$ cat src/hw/rtl/lpm_pkg.sv
// Package: shared constants, types and a helper function for the route table.
package lpm_pkg;

   // Table geometry
   localparam int TableEntries = 32;
   localparam int PortCount    = 16;
   localparam int IdxW         = (TableEntries > 1) ? $clog2(TableEntries) : 1;

   // Field widths
   localparam int AddrW = 32;
   localparam int LenW  = 6;
   localparam int PortW = 4;
   localparam int TtlW  = 8;
   localparam int StatW = 3;

   localparam logic [LenW-1:0] MaxLen = LenW'(32);

   // Commands
   typedef enum logic {
      CMD_ADD    = 1'b0,
      CMD_LOOKUP = 1'b1
   } cmd_type;

   // Result status codes
   typedef enum logic [StatW-1:0] {
      ST_FORWARD  = 3'd0,
      ST_NO_ROUTE = 3'd1,
      ST_EXPIRED  = 3'd2,
      ST_STORED   = 3'd3,
      ST_FULL     = 3'd4
   } status_type;

   // Search key broadcast to every cell while an item is in flight
   typedef struct packed {
      cmd_type          cmd;
      logic [AddrW-1:0] addr;   // masked prefix for add, destination for lookup
      logic [LenW-1:0]  len;    // saturated prefix length for add
   } key_type;

   // Table write broadcast at the end of an add
   typedef struct packed {
      logic             en;
      logic [IdxW-1:0]  idx;
      logic [AddrW-1:0] prefix;
      logic [LenW-1:0]  len;
      logic             has_hop;
      logic [AddrW-1:0] hop;
      logic [PortW-1:0] port;
   } wr_type;

   // Running search state handed from cell to cell
   typedef struct packed {
      logic             active;
      logic             found;      // lookup: some entry matched
      logic [LenW-1:0]  best_len;
      logic [PortW-1:0] best_port;
      logic             best_has_hop;
      logic [AddrW-1:0] best_hop;
      logic             match_found; // add: same prefix and length exists
      logic [IdxW-1:0]  match_idx;
      logic             free_found;  // add: lowest free slot seen
      logic [IdxW-1:0]  free_idx;
   } token_type;

   // One result item
   typedef struct packed {
      status_type       status;
      logic [PortW-1:0] out_port;
      logic [AddrW-1:0] forward_addr;
      logic [TtlW-1:0]  new_hops_left;
   } result_type;

   // High-order mask of len bits; len is at most 32
   function automatic logic [AddrW-1:0] len_mask(input logic [LenW-1:0] len);
      logic [AddrW-1:0] m;
      if (len == '0) begin
         m = '0;
      end else if (len >= MaxLen) begin
         m = '1;
      end else begin
         m = {AddrW{1'b1}} << (MaxLen - len);
      end
      return m;
   endfunction

endpackage

$ cat src/hw/rtl/lpm_cell.sv
// Module: one route table entry with its compare logic and a token stage.
module lpm_cell (
   input  logic                        clock,
   input  logic                        reset,
   input  logic [lpm_pkg::IdxW-1:0]    cell_index,
   input  lpm_pkg::key_type            key,
   input  lpm_pkg::wr_type             wr,
   input  lpm_pkg::token_type          token_in,
   output lpm_pkg::token_type          token_out
);

   logic                        valid_ff;
   logic [lpm_pkg::AddrW-1:0]   prefix_ff;
   logic [lpm_pkg::LenW-1:0]    len_ff;
   logic                        has_hop_ff;
   logic [lpm_pkg::AddrW-1:0]   hop_ff;
   logic [lpm_pkg::PortW-1:0]   port_ff;
   lpm_pkg::token_type          token_ff;
   lpm_pkg::token_type          token_next_in;

   logic wr_here;
   logic lookup_hit;
   logic exact_hit;

   assign wr_here = wr.en && (wr.idx == cell_index);

   // Entry storage; only the valid bit is reset
   always_ff @(posedge clock) begin
      if (reset) begin
         valid_ff <= 1'b0;
      end else if (wr_here) begin
         valid_ff <= 1'b1;
      end
   end

   always_ff @(posedge clock) begin
      if (wr_here) begin
         prefix_ff  <= wr.prefix;
         len_ff     <= wr.len;
         has_hop_ff <= wr.has_hop;
         hop_ff     <= wr.hop;
         port_ff    <= wr.port;
      end
   end

   // Compares against the broadcast key
   assign lookup_hit = valid_ff &&
                       ((key.addr & lpm_pkg::len_mask(len_ff)) == prefix_ff);
   assign exact_hit  = valid_ff && (len_ff == key.len) && (prefix_ff == key.addr);

   // Update the running search state
   always_comb begin
      token_next_in = token_in;
      if (token_in.active) begin
         if (key.cmd == lpm_pkg::CMD_LOOKUP) begin
            if (lookup_hit && (!token_in.found || (len_ff > token_in.best_len))) begin
               token_next_in.found        = 1'b1;
               token_next_in.best_len     = len_ff;
               token_next_in.best_port    = port_ff;
               token_next_in.best_has_hop = has_hop_ff;
               token_next_in.best_hop     = hop_ff;
            end
         end else begin
            if (exact_hit && !token_in.match_found) begin
               token_next_in.match_found = 1'b1;
               token_next_in.match_idx   = cell_index;
            end
            if (!valid_ff && !token_in.free_found) begin
               token_next_in.free_found = 1'b1;
               token_next_in.free_idx   = cell_index;
            end
         end
      end
   end

   // Token stage toward the next cell
   always_ff @(posedge clock) begin
      if (reset) begin
         token_ff.active <= 1'b0;
      end else begin
         token_ff <= token_next_in;
      end
   end

   assign token_out = token_ff;

endmodule

$ cat config.mk
export PLATFORM = sky130hd
export DESIGN_NAME = lpm_cell
export DESIGN_NICKNAME = d
export VERILOG_FILES = /design/src/hw/rtl/lpm_pkg.sv /design/src/hw/rtl/lpm_cell.sv
export SDC_FILE = /design/constraint.sdc
export NUM_CORES = 1
export LEC_CHECK = 0
export ABC_AREA = 1
export BUFFER_PORTS_ARGS = -buffer_cell sky130_fd_sc_hd__buf_2
export CAP_MARGIN = 20
export CORE_MARGIN = 8
export CORE_UTILIZATION = 51
export CTS_CLUSTER_SIZE = 30
export DETAILED_ROUTE_END_ITERATION = 8
export HOLD_SLACK_MARGIN = 0.05
export PLACE_DENSITY = 0.81
export SYNTH_ARGS = -nofsm -noshare
export SYNTH_HDL_FRONTEND = slang
export SYNTH_SLANG_ARGS = --single-unit
$ cat constraint.sdc
create_clock -name clock -period 9.2 [get_ports clock]
set_input_delay 1.38 -clock clock [delete_from_list [all_inputs] [get_ports clock]]
set_output_delay 1.38 -clock clock [all_outputs]
set_load 0.05 [all_outputs]
==> impl_metrics.env <==
export IMPL_critical_path_top_delay_family="simple AND/OR/NAND/NOR gates"
export IMPL_synth_common_cells="277 x nand2_1, 131 x edfxtp_1, 63 x inv_1"
export IMPL_cp_num_buf_inv=3
export IMPL_place_area_mm2=0.008249
export IMPL_drive_gt1_frac=0.2939
export IMPL_io_pins=241
export IMPL_path_class="reg2reg"
export IMPL_leakage_nw=4.158
export IMPL_dp_final_hpwl_um=15890
export IMPL_cts_sinks=133
export IMPL_hold_viol=0
export IMPL_cp_cell_sequence="inv_1 -> ha_1 -> nand2_1 -> nor2_1 -> nand2_2 -> nand2_1 -> inv_1 -> nand4_1 -> nand3_1 -> nor2_1 -> nand3_1 -> nor2_4 -> buf_4 -> nand3_4 -> nand2_1 -> nand2_1"
export IMPL_worst_pin_slew_ns=0.9469
export IMPL_clkTransAtPathRegs_ns=0.06
export IMPL_start_util=0.5231
export IMPL_syn_area_per_cell_um2=9.225
export IMPL_ys_warn_count=0
export IMPL_slowest_delay_ns=0.52
export IMPL_critPathCaptureType="flop"
export IMPL_yosysMostFrequentCell="nand2_1"
export IMPL_maxCapViolations=0
export IMPL_crit_path_top_delay_cell="nand3_4"
export IMPL_setup_slack_ns=5.102
export IMPL_wire_per_inst_um=17.53
export IMPL_peakVddDrop_mv=0.1242
export IMPL_hold_path_class="reg2reg"
export IMPL_ant_nets=0
export IMPL_die_h_um=132.6
export IMPL_clock_path_buffers=2
export IMPL_slew_headroom=0.3688
export IMPL_drcViolationCount=0
export IMPL_htreeDepth=4
export IMPL_die_x_um=132.6
export IMPL_synth_nets=945
export IMPL_ys_ff_latch=133
export IMPL_cts_resized=0
export IMPL_cts_setup_buffers=0
export IMPL_comb_power_share=0.133
export IMPL_ctsRootBufferMaster="clkbuf_16"
export IMPL_setup_violations_final=0
export IMPL_synth_cell_types=38
export IMPL_fill_cells=1098
export IMPL_firstDrtPassIters=6
export IMPL_dp_cells=1150
export IMPL_dieArea_mm2=0.01757
export IMPL_drtIter0Drc=579
export IMPL_vias=6303
export IMPL_cp_start_kind="flop"
export IMPL_fmax_ghz=0.2440
export IMPL_cellPowerDensity_mw_per_mm2=183.0
export IMPL_synth_top_area_frac=0.5678
export IMPL_grt_antenna_before_repair=2
export IMPL_synthCells=751
export IMPL_power_internal_mw=1.217
export IMPL_track_usage=0.2308
export IMPL_p_sw_frac=0.2522
export IMPL_synth_area_mm2=0.006928
export IMPL_port_buffers=240
export IMPL_post_route_min_period_ns=4.098
export IMPL_setup_tns_ns=0
export IMPL_grt_pass1_vias=6093
export IMPL_cp_max_fo=45
export IMPL_finalHoldWorstSlack_ns=0.5607
export IMPL_finalMaxSlewViolations=0
export IMPL_place_ws_ns=4.879
export IMPL_power_share_clock=0.431
export IMPL_post_route_period_util=0.4455
export IMPL_gp_congestion=0.9991
export IMPL_cts_made_buffers=17
export IMPL_outcome="finished, final reports clean"
export IMPL_core_mm2=0.01324
export IMPL_seqPwrFrac=0.435
export IMPL_synthFlopType="edfxtp_1"
export IMPL_fin_area_mm2=0.008889
export IMPL_ys_seq_area_frac=0.5736
export IMPL_switchingPower_uw=410.2
export IMPL_post_route_util=0.6712
export IMPL_cts_tree="yes"
export IMPL_synthTopCellsByArea="edfxtp_1 57%, nand2_1 15%, nand4_1 5.0%"
export IMPL_clk_insertion_delay_late_ns=0.42
export IMPL_required_ns=9.37
export IMPL_area_delta_synth_final_pct=28.30
export IMPL_grt_max_degree=77
export IMPL_totalWireLength_um=20790
export IMPL_fin_cells=1186
export IMPL_viasPerCell=5.315
export IMPL_placementRows=42
export IMPL_cp_arrival_ns=4.27
export IMPL_final_nets=1188
export IMPL_fin_skew_ns=0.007299
export IMPL_p_total_mw=1.627
export IMPL_grt_pass1_wl_um=31740
export IMPL_rsz0062_at_grt="no"
export IMPL_overflow=0
export IMPL_synth_top_area_cell="edfxtp_1"
export IMPL_async_flop_share=0
export IMPL_synth_edff_count=131
export IMPL_cp_common_cell="nand2_1"
export IMPL_hold_buffers=0
==> registers in the layout (all words and copies together), names as in the netlist <==
name,flops
len_ff,6
has_hop_ff,1
prefix_ff,32
valid_ff,1
port_ff,4
hop_ff,32
token_out,57
==> area by class of cell <==
class / count / area [µm²] / share of cell area
Sequential cell: 133 / 3974 / 0.4471
Multi-Input combinational cell: 528 / 2565 / 0.2886
Timing Repair Buffer: 245 / 1251 / 0.1408
Clock buffer: 19 / 432.9 / 0.04870
Inverter: 69 / 259.0 / 0.02914
Tap cell: 176 / 220.2 / 0.02477
Clock inverter: 13 / 178.9 / 0.02013
Antenna cell: 3 / 7.507 / 0.0008446
==> placed cells by master (no fill, tap or decap), drive strengths merged <==
cell type	count
nand4	55
nor3	2
dfxtp	2
o211ai	1
buf	245
nand3b	5
xnor2	4
edfxtp	131
nand2	281
a21oi	6
ha	10
clkinvlp	1
or2	3
mux2	2
o21ai	27
a221oi	3
nor4	4
a211oi	2
diode	3
clkinv	6
nand3	37
nor2	62
o21a	1
o22ai	9
a22o	1
a2111oi	1
nor3b	1
o2111ai	1
o21bai	1
xor2	9
inv	71
clkbuf	19
bufinv	4
==> final timing paths <==
kind / startpoint / to / slack (ns) / cells after the start
max: len_ff[1] / token_out[43] / 5.10 / 16
min: valid_ff / valid_ff / 0.56 / 1
max reg2reg: len_ff[1] / token_out[43] / 5.10 / 16
min reg2reg: valid_ff / valid_ff / 0.56 / 1
==> layer usage <==
layer | global-route usage | vias up | wire, µm | part of all wire
met3 | 0.08516 | 54 | 2107 | 0.10
met1 | 0.2657 | 2827 | 8156 | 0.39
met5 | 0 | - | 0 | 0
met4 | 0.1142 | 0 | 779 | 0.037
li1 | - | 3062 | - | -
met2 | 0.3726 | 360 | 9743 | 0.47
==> power groups by stage <==
stage	Clock [mW]	Combinational, mW	Sequential [mW]
after floorplan	0	0.0603	0.793
after global placement	0	0.213	0.719
after detailed placement	0	0.216	0.720
after CTS	0.714	0.217	0.708
after global routing	0.737	0.232	0.711
final	0.702	0.217	0.708
==> cells by family (layout without fill, tap and decap cells) <==
group	Yosys count	in the layout	synth area share
other cells	0	3	0
mux	2	2	0.003251
fa+ha+maj	10	10	0.01806
buf+inv	90	346	0.05797
compound gates	53	53	0.04551
flops	133	133	0.5736
xor+xnor	13	13	0.01644
simple gates	450	450	0.2852
No activity file was read; power rests on OpenSTA's default activity.
